===== config.mk =====
export PLATFORM = sky130hd
export DESIGN_NAME = gregorian_date_offset_top_flat
export DESIGN_NICKNAME = d
export VERILOG_FILES = /design/src/gdo_pkg.sv /design/src/gdo_if.sv /design/src/gdo_front.sv /design/src/gdo_queue.sv /design/src/gdo_back.sv /design/src/gregorian_date_offset_top.sv /design/src/flat_wrapper.sv
export SDC_FILE = /design/constraint.sdc
export NUM_CORES = 1
export LEC_CHECK = 0
export BUFFER_PORTS_ARGS = -buffer_cell sky130_fd_sc_hd__buf_4
export CORE_UTILIZATION = 50
export DETAILED_ROUTE_END_ITERATION = 8
export PLACE_DENSITY = 0.66
export SLEW_MARGIN = 20
export SYNTH_ARGS = -nofsm -noshare
export SYNTH_HDL_FRONTEND = slang
export SYNTH_HIERARCHICAL = 1
export SYNTH_SLANG_ARGS = --single-unit

===== constraint.sdc =====
create_clock -name i_clk -period 10.4 [get_ports i_clk]
set_input_delay 3.12 -clock i_clk [delete_from_list [all_inputs] [get_ports i_clk]]
set_output_delay 3.12 -clock i_clk [all_outputs]
set_load 0.05 [all_outputs]

===== src/gdo_pkg.sv =====
// Package for the Gregorian date offset block: widths, calendar constants,
// the queued job type and the calendar helper functions. No dependencies.
`timescale 1ns / 1ps

package gdo_pkg;

    localparam int DAY_W    = 5;
    localparam int MONTH_W  = 4;
    localparam int YEAR_W   = 14;
    localparam int OFFSET_W = 9;
    localparam int DOY_W    = 9;
    // Wide enough for a day of year plus an offset.
    localparam int SUM_W    = 10;

    localparam logic [SUM_W-1:0]   YEAR_LEN      = SUM_W'(365);
    localparam logic [SUM_W-1:0]   LEAP_YEAR_LEN = SUM_W'(366);
    localparam logic [DAY_W-1:0]   FEB_LEAP_LEN  = DAY_W'(29);
    localparam logic [DAY_W-1:0]   FEB_LEN       = DAY_W'(28);
    localparam logic [DAY_W-1:0]   SHORT_LEN     = DAY_W'(30);
    localparam logic [DAY_W-1:0]   LONG_LEN      = DAY_W'(31);
    localparam logic [MONTH_W-1:0] JANUARY       = MONTH_W'(1);
    localparam logic [MONTH_W-1:0] FEBRUARY      = MONTH_W'(2);
    localparam logic [MONTH_W-1:0] DECEMBER      = MONTH_W'(12);

    // Division by 100 through a reciprocal: exact for every 14-bit year.
    localparam int DIV100_RECIP = 10486;
    localparam int DIV100_SHIFT = 20;
    localparam int PROD_W       = 2 * YEAR_W;
    localparam int QUOT_W       = PROD_W - DIV100_SHIFT;

    // Job queue between the front and back parts.
    localparam int QDEPTH = 2;
    localparam int QPTR_W = $clog2(QDEPTH);
    localparam int QCNT_W = $clog2(QDEPTH + 1);

    typedef struct packed {
        logic                action;
        logic [YEAR_W-1:0]   year;
        logic [OFFSET_W-1:0] offset;
        logic                is_leap;
        logic [DOY_W-1:0]    doy;
    } t_job;

    // Leap rule: divisible by 400, or by 4 and not by 100.
    function automatic logic leap_f(input logic [YEAR_W-1:0] y);
        logic [PROD_W-1:0] prod;
        logic [QUOT_W-1:0] q;
        logic [YEAR_W-1:0] q100;
        logic              d100;
        prod = {{YEAR_W{1'b0}}, y} * PROD_W'(DIV100_RECIP);
        q    = prod[PROD_W-1:DIV100_SHIFT];
        q100 = YEAR_W'(q) * YEAR_W'(100);
        d100 = (q100 == y);
        return (d100 && (q[1:0] == 2'd0)) || ((y[1:0] == 2'd0) && !d100);
    endfunction

    // Days in the months before month m of a common year.
    function automatic logic [DOY_W-1:0] days_before_f(input logic [MONTH_W-1:0] m);
        logic [DOY_W-1:0] d;
        case (m)
            4'd0:    d = DOY_W'(0);
            4'd1:    d = DOY_W'(0);
            4'd2:    d = DOY_W'(31);
            4'd3:    d = DOY_W'(59);
            4'd4:    d = DOY_W'(90);
            4'd5:    d = DOY_W'(120);
            4'd6:    d = DOY_W'(151);
            4'd7:    d = DOY_W'(181);
            4'd8:    d = DOY_W'(212);
            4'd9:    d = DOY_W'(243);
            4'd10:   d = DOY_W'(273);
            4'd11:   d = DOY_W'(304);
            4'd12:   d = DOY_W'(334);
            default: d = DOY_W'(365);
        endcase
        return d;
    endfunction

    // Length of month m (1 to 11 during the walk).
    function automatic logic [DAY_W-1:0] month_len_f(input logic [MONTH_W-1:0] m,
                                                     input logic lp);
        logic [DAY_W-1:0] len;
        if (m == FEBRUARY) begin
            len = lp ? FEB_LEAP_LEN : FEB_LEN;
        end else if (m inside {4'd4, 4'd6, 4'd9, 4'd11}) begin
            len = SHORT_LEN;
        end else begin
            len = LONG_LEN;
        end
        return len;
    endfunction

    function automatic logic [SUM_W-1:0] year_len_f(input logic lp);
        return lp ? LEAP_YEAR_LEN : YEAR_LEN;
    endfunction

endpackage


===== src/gdo_if.sv =====
// Request and response channel interfaces of the date offset block.
// Depends on gdo_pkg for the field widths.
`timescale 1ns / 1ps

interface gdo_req_if;
    import gdo_pkg::*;
    logic                valid;
    logic                ready;
    logic                action;
    logic [DAY_W-1:0]    in_day;
    logic [MONTH_W-1:0]  in_month;
    logic [YEAR_W-1:0]   in_year;
    logic [OFFSET_W-1:0] offset;

    modport source (output valid, action, in_day, in_month, in_year, offset,
                    input ready);
    modport sink (input valid, action, in_day, in_month, in_year, offset,
                  output ready);
endinterface

interface gdo_rsp_if;
    import gdo_pkg::*;
    logic               valid;
    logic               ready;
    logic               is_leap;
    logic [DOY_W-1:0]   day_of_year;
    logic [DAY_W-1:0]   out_day;
    logic [MONTH_W-1:0] out_month;
    logic [YEAR_W-1:0]  out_year;

    modport source (output valid, is_leap, day_of_year, out_day, out_month, out_year,
                    input ready);
    modport sink (input valid, is_leap, day_of_year, out_day, out_month, out_year,
                  output ready);
endinterface


===== src/gdo_front.sv =====
// Front part: registers a request and classifies it (leap flag, day of year).
// Depends on gdo_pkg and gdo_req_if.
`timescale 1ns / 1ps

module gdo_front (
    input  logic          i_clk,
    input  logic          i_rst_n,
    gdo_req_if.sink       i_req,
    output logic          o_job_valid,
    output gdo_pkg::t_job o_job,
    input  logic          i_job_ready
);
    import gdo_pkg::*;

    logic                r_valid;
    logic                r_action;
    logic [DAY_W-1:0]    r_day;
    logic [MONTH_W-1:0]  r_month;
    logic [YEAR_W-1:0]   r_year;
    logic [OFFSET_W-1:0] r_offset;
    logic                lp;
    logic                feb_bump;

    // A new request may enter when the register is empty or once the held one moves on to the queue.
    assign i_req.ready = !r_valid || i_job_ready;

    // Request register.
    always_ff @(posedge i_clk) begin
        if (!i_rst_n) begin
            r_valid <= 1'b0;
        end else if (i_req.ready) begin
            r_valid <= i_req.valid;
        end
        if (i_req.valid && i_req.ready) begin
            r_action <= i_req.action;
            r_day    <= i_req.in_day;
            r_month  <= i_req.in_month;
            r_year   <= i_req.in_year;
            r_offset <= i_req.offset;
        end
    end

    // Leap flag and ordinal day of the starting date.
    assign lp       = leap_f(r_year);
    assign feb_bump = lp && (r_month > FEBRUARY);

    assign o_job_valid    = r_valid;
    assign o_job.action   = r_action;
    assign o_job.year     = r_year;
    assign o_job.offset   = r_offset;
    assign o_job.is_leap  = lp;
    assign o_job.doy      = days_before_f(r_month) + DOY_W'(r_day) + DOY_W'(feb_bump);

endmodule


===== src/gdo_queue.sv =====
// Short job queue that decouples the front and back parts.
// Depends on gdo_pkg.
`timescale 1ns / 1ps

module gdo_queue (
    input  logic          i_clk,
    input  logic          i_rst_n,
    input  logic          i_push_valid,
    input  gdo_pkg::t_job i_push_data,
    output logic          o_push_ready,
    output logic          o_pop_valid,
    output gdo_pkg::t_job o_pop_data,
    input  logic          i_pop_ready
);
    import gdo_pkg::*;

    t_job              r_mem [QDEPTH];
    logic [QPTR_W-1:0] r_wptr;
    logic [QPTR_W-1:0] r_rptr;
    logic [QCNT_W-1:0] r_count;
    logic              push;
    logic              pop;

    assign o_push_ready = (r_count != QCNT_W'(QDEPTH));
    assign o_pop_valid  = (r_count != '0);
    assign o_pop_data   = r_mem[r_rptr];
    assign push         = i_push_valid && o_push_ready;
    assign pop          = o_pop_valid && i_pop_ready;

    // Pointers and fill count.
    always_ff @(posedge i_clk) begin
        if (!i_rst_n) begin
            r_wptr  <= '0;
            r_rptr  <= '0;
            r_count <= '0;
        end else begin
            if (push) begin
                r_wptr <= (r_wptr == QPTR_W'(QDEPTH - 1)) ? '0 : r_wptr + 1'b1;
            end
            if (pop) begin
                r_rptr <= (r_rptr == QPTR_W'(QDEPTH - 1)) ? '0 : r_rptr + 1'b1;
            end
            if (push && !pop) begin
                r_count <= r_count + 1'b1;
            end else if (pop && !push) begin
                r_count <= r_count - 1'b1;
            end
        end
    end

    // Entry storage.
    always_ff @(posedge i_clk) begin
        if (push) begin
            r_mem[r_wptr] <= i_push_data;
        end
    end

endmodule


===== src/gdo_back.sv =====
// Back part: shifts the date by the offset and walks the months of the
// target year, one month per cycle. Depends on gdo_pkg and gdo_rsp_if.
`timescale 1ns / 1ps

module gdo_back (
    input  logic          i_clk,
    input  logic          i_rst_n,
    input  logic          i_job_valid,
    input  gdo_pkg::t_job i_job,
    output logic          o_job_ready,
    gdo_rsp_if.source     o_rsp
);
    import gdo_pkg::*;

    localparam logic [1:0] ST_LOAD = 2'd0;
    localparam logic [1:0] ST_YEAR = 2'd1;
    localparam logic [1:0] ST_ADJ  = 2'd2;
    localparam logic [1:0] ST_WALK = 2'd3;

    logic [1:0]         r_state;
    t_job               r_job;
    logic [YEAR_W-1:0]  r_ty;
    logic               r_cross;
    logic [SUM_W-1:0]   r_r;
    logic               r_tlp;
    logic [MONTH_W-1:0] r_m;

    logic               r_ovalid;
    logic               r_oleap;
    logic [DOY_W-1:0]   r_odoy;
    logic [DAY_W-1:0]   r_oday;
    logic [MONTH_W-1:0] r_omonth;
    logic [YEAR_W-1:0]  r_oyear;

    logic [SUM_W-1:0]   sum_add;
    logic [SUM_W-1:0]   ylen;
    logic [SUM_W-1:0]   doy_w;
    logic [SUM_W-1:0]   ofs_w;
    logic               tlp;
    logic [SUM_W-1:0]   back_sum;
    logic [DAY_W-1:0]   mlen;
    logic               step;
    logic               out_free;
    logic               finish;

    assign doy_w    = SUM_W'(r_job.doy);
    assign ofs_w    = SUM_W'(r_job.offset);
    assign sum_add  = doy_w + ofs_w;
    assign ylen     = year_len_f(r_job.is_leap);
    assign tlp      = leap_f(r_ty);
    assign back_sum = doy_w + year_len_f(tlp);
    assign mlen     = month_len_f(r_m, r_tlp);
    assign step     = (r_m < DECEMBER) && (r_r > SUM_W'(mlen));
    assign out_free = !r_ovalid || o_rsp.ready;
    assign finish   = (r_state == ST_WALK) && !step && out_free;

    assign o_job_ready = (r_state == ST_LOAD);

    // Sequencer: load, choose target year, settle residual, month walk.
    always_ff @(posedge i_clk) begin
        if (!i_rst_n) begin
            r_state <= ST_LOAD;
        end else begin
            case (r_state)
                ST_LOAD: begin
                    if (i_job_valid) begin
                        r_state <= ST_YEAR;
                    end
                end
                ST_YEAR: r_state <= ST_ADJ;
                ST_ADJ:  r_state <= ST_WALK;
                ST_WALK: begin
                    if (finish) begin
                        r_state <= ST_LOAD;
                    end
                end
                default: r_state <= ST_LOAD;
            endcase
        end
    end

    // Datapath registers of the job in progress.
    always_ff @(posedge i_clk) begin
        case (r_state)
            ST_LOAD: begin
                if (i_job_valid) begin
                    r_job <= i_job;
                end
            end
            ST_YEAR: begin
                r_cross <= 1'b0;
                r_ty    <= r_job.year;
                if (!r_job.action) begin
                    // Add: may run into the next year.
                    if (sum_add <= ylen) begin
                        r_r <= sum_add;
                    end else begin
                        r_ty <= r_job.year + 1'b1;
                        r_r  <= sum_add - ylen;
                    end
                end else begin
                    // Subtract: may fall back into the previous year.
                    if (doy_w > ofs_w) begin
                        r_r <= doy_w - ofs_w;
                    end else begin
                        r_ty    <= r_job.year - 1'b1;
                        r_cross <= 1'b1;
                    end
                end
            end
            ST_ADJ: begin
                r_tlp <= tlp;
                r_m   <= JANUARY;
                // A shortfall of more than a year saturates to January 1.
                if (r_cross) begin
                    r_r <= (back_sum <= ofs_w) ? SUM_W'(1) : back_sum - ofs_w;
                end
            end
            ST_WALK: begin
                if (step) begin
                    r_r <= r_r - SUM_W'(mlen);
                    r_m <= r_m + 1'b1;
                end
            end
            default: begin
            end
        endcase
    end

    // Output register: holds a result until the receiver takes it.
    always_ff @(posedge i_clk) begin
        if (!i_rst_n) begin
            r_ovalid <= 1'b0;
        end else if (finish) begin
            r_ovalid <= 1'b1;
        end else if (o_rsp.ready) begin
            r_ovalid <= 1'b0;
        end
        if (finish) begin
            r_oleap  <= r_job.is_leap;
            r_odoy   <= r_job.doy;
            r_oday   <= (r_r > SUM_W'(LONG_LEN)) ? LONG_LEN : r_r[DAY_W-1:0];
            r_omonth <= r_m;
            r_oyear  <= r_ty;
        end
    end

    assign o_rsp.valid       = r_ovalid;
    assign o_rsp.is_leap     = r_oleap;
    assign o_rsp.day_of_year = r_odoy;
    assign o_rsp.out_day     = r_oday;
    assign o_rsp.out_month   = r_omonth;
    assign o_rsp.out_year    = r_oyear;

endmodule


===== src/gregorian_date_offset_top.sv =====
// Top level of the Gregorian date offset block.
// Depends on gdo_pkg, gdo_if, gdo_front, gdo_queue and gdo_back.
//
// Usage:
//   i_req carries one request per transfer (valid/ready): action (0 add,
//   1 subtract), in_day, in_month, in_year and offset. o_rsp returns one
//   result per request in order: is_leap and day_of_year of the input date,
//   and out_day, out_month, out_year of the shifted date.
//   The front part registers a request and works out the leap flag and day
//   of year; a two-entry queue hands it to the back part, which picks the
//   target year, settles the residual and walks the months one per cycle.
//   The back part takes no new job until it has finished the last one:
//   it passes through its load, year and residual states, then takes one
//   step for each month passed in the walk (up to eleven) plus a final
//   step, so the month walk sets the throughput.
//   When the receiver stalls, the result waits in the output register, the
//   back part holds its finished job, and the queue and the front register
//   keep accepting until they are full. Synchronous active-low reset
//   empties the queue and clears all valid flags; no clearing pass is needed.
`timescale 1ns / 1ps

module gregorian_date_offset_top (
    input  logic      i_clk,
    input  logic      i_rst_n,
    gdo_req_if.sink   i_req,
    gdo_rsp_if.source o_rsp
);
    import gdo_pkg::*;

    logic front_valid;
    t_job front_job;
    logic front_ready;
    logic back_valid;
    t_job back_job;
    logic back_ready;

    gdo_front u_front (
        .i_clk       (i_clk),
        .i_rst_n     (i_rst_n),
        .i_req       (i_req),
        .o_job_valid (front_valid),
        .o_job       (front_job),
        .i_job_ready (front_ready)
    );

    gdo_queue u_queue (
        .i_clk        (i_clk),
        .i_rst_n      (i_rst_n),
        .i_push_valid (front_valid),
        .i_push_data  (front_job),
        .o_push_ready (front_ready),
        .o_pop_valid  (back_valid),
        .o_pop_data   (back_job),
        .i_pop_ready  (back_ready)
    );

    gdo_back u_back (
        .i_clk       (i_clk),
        .i_rst_n     (i_rst_n),
        .i_job_valid (back_valid),
        .i_job       (back_job),
        .o_job_ready (back_ready),
        .o_rsp       (o_rsp)
    );

endmodule

===== src/flat_wrapper.sv =====
// flat-port wrapper written by rule: the top's interface ports become plain ports
module gregorian_date_offset_top_flat import gdo_pkg::*;
  (i_clk, i_rst_n, i_req_valid, i_req_action, i_req_in_day, i_req_in_month, i_req_in_year, i_req_offset, i_req_ready, o_rsp_valid, o_rsp_is_leap, o_rsp_day_of_year, o_rsp_out_day, o_rsp_out_month, o_rsp_out_year, o_rsp_ready);
  gdo_req_if i_req_i ();
  gdo_rsp_if o_rsp_i ();
  input  logic i_clk;
  input  logic i_rst_n;
  input wire logic [$bits(i_req_i.valid)-1:0] i_req_valid;
  input wire logic [$bits(i_req_i.action)-1:0] i_req_action;
  input wire logic [$bits(i_req_i.in_day)-1:0] i_req_in_day;
  input wire logic [$bits(i_req_i.in_month)-1:0] i_req_in_month;
  input wire logic [$bits(i_req_i.in_year)-1:0] i_req_in_year;
  input wire logic [$bits(i_req_i.offset)-1:0] i_req_offset;
  output wire logic [$bits(i_req_i.ready)-1:0] i_req_ready;
  output wire logic [$bits(o_rsp_i.valid)-1:0] o_rsp_valid;
  output wire logic [$bits(o_rsp_i.is_leap)-1:0] o_rsp_is_leap;
  output wire logic [$bits(o_rsp_i.day_of_year)-1:0] o_rsp_day_of_year;
  output wire logic [$bits(o_rsp_i.out_day)-1:0] o_rsp_out_day;
  output wire logic [$bits(o_rsp_i.out_month)-1:0] o_rsp_out_month;
  output wire logic [$bits(o_rsp_i.out_year)-1:0] o_rsp_out_year;
  input wire logic [$bits(o_rsp_i.ready)-1:0] o_rsp_ready;
  assign i_req_i.valid = i_req_valid;
  assign i_req_i.action = i_req_action;
  assign i_req_i.in_day = i_req_in_day;
  assign i_req_i.in_month = i_req_in_month;
  assign i_req_i.in_year = i_req_in_year;
  assign i_req_i.offset = i_req_offset;
  assign i_req_ready = i_req_i.ready;
  assign o_rsp_valid = o_rsp_i.valid;
  assign o_rsp_is_leap = o_rsp_i.is_leap;
  assign o_rsp_day_of_year = o_rsp_i.day_of_year;
  assign o_rsp_out_day = o_rsp_i.out_day;
  assign o_rsp_out_month = o_rsp_i.out_month;
  assign o_rsp_out_year = o_rsp_i.out_year;
  assign o_rsp_i.ready = o_rsp_ready;
  gregorian_date_offset_top u_core (.i_clk(i_clk), .i_rst_n(i_rst_n), .i_req(i_req_i), .o_rsp(o_rsp_i));
endmodule

==> impl_results.md <==
- Worst r2r dst: u_core/u_back/r_r[5]
- Mapped Area: 18700 um^2
- Top FF cell, synth: edfxtp_1
- Worst slack, placed: -0.329 ns
- Buffers on Ports: 71
- Global Route met3 Usage: 0.0247
- CP delay by family, top: adder cells
- DP Area: 20400 um^2
- Total CTS buffers: 23
- Critical path buffers and inverters: 7
- ANT cells: 0
- Critical path capture point type: flop
- FF-to-FF path depth: 45
- Vias in the first global route: 12.6k
- Max-slew violation count: 0
- Status: finished with violations
- Die area: 38100 um^2
- Overall die width: 195 um
- Crit path top cell by count: inv_2
- WL per Instance: 16.9 um
- EDFF count, synth: 198
- Clk buf depth: 3
- Yosys top cell by area: edfxtp_1
- Htree depth: 1
- Post-DRT Antenna Nets: 0
- CTS tree: done
- Fmax: 0.0957 GHz
- Final Core Density: 0.595
- Cell variety after synth: 82
- Final setup viols: 1
- Sequential share of the synthesized area: 0.338
- Startpoint Class: flop
- Final Skew: 0.0168 ns
- Routability Congestion: 0.889
- Antenna violations before repair: 0
- Residual DRC: 0
- Final instance area: 21800 um^2
- Slowest CP cell: fa_1
- First DRT Iteration DRCs: 643
- Top cells by count, synth: ha_1, inv_1, edfxtp_1, fa_1, xnor2_1
- First-pass GRT wire length: 63.7 mm
- Post-synth top area share: 0.319
- Grt peak-use layer: met2
- Worst EP arrival: 10.73 ns
- Drt first pass iters: 6
- DRT Wirelength: 39.3 mm
- Max-cap check violation count: 0
- RSZ-0062 raised after global routing: true
- Gr usage total: 0.210
- Initial core utilization: 0.508
- Hold Startpoint: u_core/u_front/r_offset[4]
- Nets: 2317
- CTS Sinks: 216
- Worst Hold Depth: 0
- Area Overhead vs Synth: 17.0%
- Period utilization: 1.00
- Fin. Hold Viols: 0
- Total grt overflow: 0
- FF-to-FF Start: u_core/u_back/r_ty[9]
- Max-slew headroom: 0.251
- Worst EP required: 10.68 ns
- Hold endpoint: u_core/u_queue/r_mem[1][14]
- Placement row count: 70
- Post-synthesis async set-or-reset flop share: 0
- Share of layout cells above drive strength 1: 0.200
- Post-Syn Nets: 2116
- Reg2reg setup slack: -0.05 ns
- Worst Hold Class: reg -> reg
- Most frequent cell after synthesis: ha_1
- Worst Tran Pin Value: 1.12 ns
- Failing checks: setup timing
- DP HPWL: 31.7 mm
- Clk Latency, worst-skew pair: 0.54 ns
- Grt met2 use: 0.355
- Core area: 36700 um^2
- Mean post-synth cell area: 11.4 um^2
- Mapped Cells: 1637
- Largest fanout on the critical path: 5
- Min Clock Period, post-route: 10.45 ns
- Die Y: 195 um
- Clock root buffer: clkbuf_16
- Worst path max stage delay: 0.53 ns
- Number of synthesized register bits: 216
- Type of the worst setup path: reg -> reg
- Synth warn: 6
- Synth top area cells: edfxtp_1, ha_1, fa_1
- Vias: 12.3k
- I/O pin cnt: 72
- Vias per Instance: 5.30
- Final setup margin: -0.0468 ns
- Worst-path clk slew: 0.06 ns
- Met1 global-route usage: 0.289
- Largest net degree at the start of global routing: 35
sequential cells by signal, summed over array words and instances, names as in the netlist, 2 cells and up, named ones only:
name and cells:
u_core/u_back/r_state 2, u_core/u_queue/r_mem 68, u_core/u_back/r_m 4, u_core/u_front/r_offset 9
u_core/u_front/r_day 5, u_core/u_back/doy_w 9, u_core/u_back/o_rsp.day_of_year 9, u_core/u_back/r_ty 14
u_core/u_back/ofs_w 9, u_core/u_front/r_month 4, u_core/u_back/o_rsp.out_month 4, u_core/u_queue/r_count 2
u_core/u_front/r_year 14, u_core/u_back/o_rsp.out_day 5, u_core/u_back/o_rsp.out_year 14, u_core/u_back/r_job 16
u_core/u_back/r_r 10
layout make-up:
| class | count | area, um^2 |
|---|---|---|
| timing repair buffer | 197 | 1530 |
| inverter | 302 | 1140 |
| sequential | 216 | 6310 |
| fill | 2992 | 14900 |
| clock buffer | 25 | 583 |
| clock inverter | 17 | 135 |
| tap | 468 | 586 |
| multi-input combinational | 1098 | 11600 |
how the worst max path moves through the flow:
| stage | from | depth (start not counted) | slack (ns) | endpoint |
|---|---|---|---|---|
| floorplan | u_core/u_back/r_ty[4] | 44 | 0.02 | u_core/u_back/r_r[5] |
| global placement | u_core/u_back/r_ty[4] | 43 | -0.17 | u_core/u_back/r_r[5] |
| detailed placement | u_core/u_back/r_ty[4] | 44 | -0.33 | u_core/u_back/r_r[5] |
| CTS | u_core/u_back/r_ty[7] | 45 | -0.14 | u_core/u_back/r_r[5] |
| global route | u_core/u_back/r_ty[10] | 47 | -0.38 | u_core/u_back/r_r[0] |
| finish | u_core/u_back/r_ty[9] | 45 | -0.05 | u_core/u_back/r_r[5] |
repair_timing:
action | in CTS | in global routing
endpoints found under the setup margin | 10 | 18
pin swaps | 51 | 25
gates resized for setup | 34 | 47
hold buffers | 0 | 0
buffers inserted | 17 | 18
layer usage:
metal | wire length [um] | up-vias
li1 | - | 6037
met1 | 18500 | 5977
met2 | 18600 | 237
met3 | 1420 | 51
met4 | 837 | 0
met5 | 0 | -
cell families after synthesis:
group           after synthesis  synth area share
compound gates              219            0.0817
xor+xnor                    118            0.0561
simple gates                270            0.0766
fa+ha+maj                   442             0.353
buf+inv                     323            0.0661
flops                       216             0.338
mux                          49            0.0288
per-stage QoR:
step                hold WS [ns]  setup TNS (ns)  instances
floorplan                  0.421               0       1637
global placement           0.423           -1.01       2245
detailed placement         0.435           -2.59       2246
CTS                        0.447          -0.717       2305
global route               0.457           -3.10       2323
finish                     0.447         -0.0468       2323
cell usage in the layout, fill, tap and decap left out, drive strengths merged, types with 17 or more instances in the layout:
cell / Yosys / final
edfxtp: 198 / 198
a21oi: 50 / 50
xor2: 43 / 43
clkbuf: 11 / 25
nor3: 25 / 25
nor2b: 17 / 17
nand3: 18 / 18
buf: 10 / 197
ha: 302 / 302
mux2: 38 / 38
nor2: 68 / 68
dfxtp: 18 / 18
and2: 17 / 17
inv: 302 / 304
fa: 140 / 140
xnor2: 74 / 74
nand2: 46 / 46
o21ai: 46 / 46
Power is left out: the tool's default activity adds up to more than one toggle a clock period on the data nets, which glitch-free logic cannot reach.
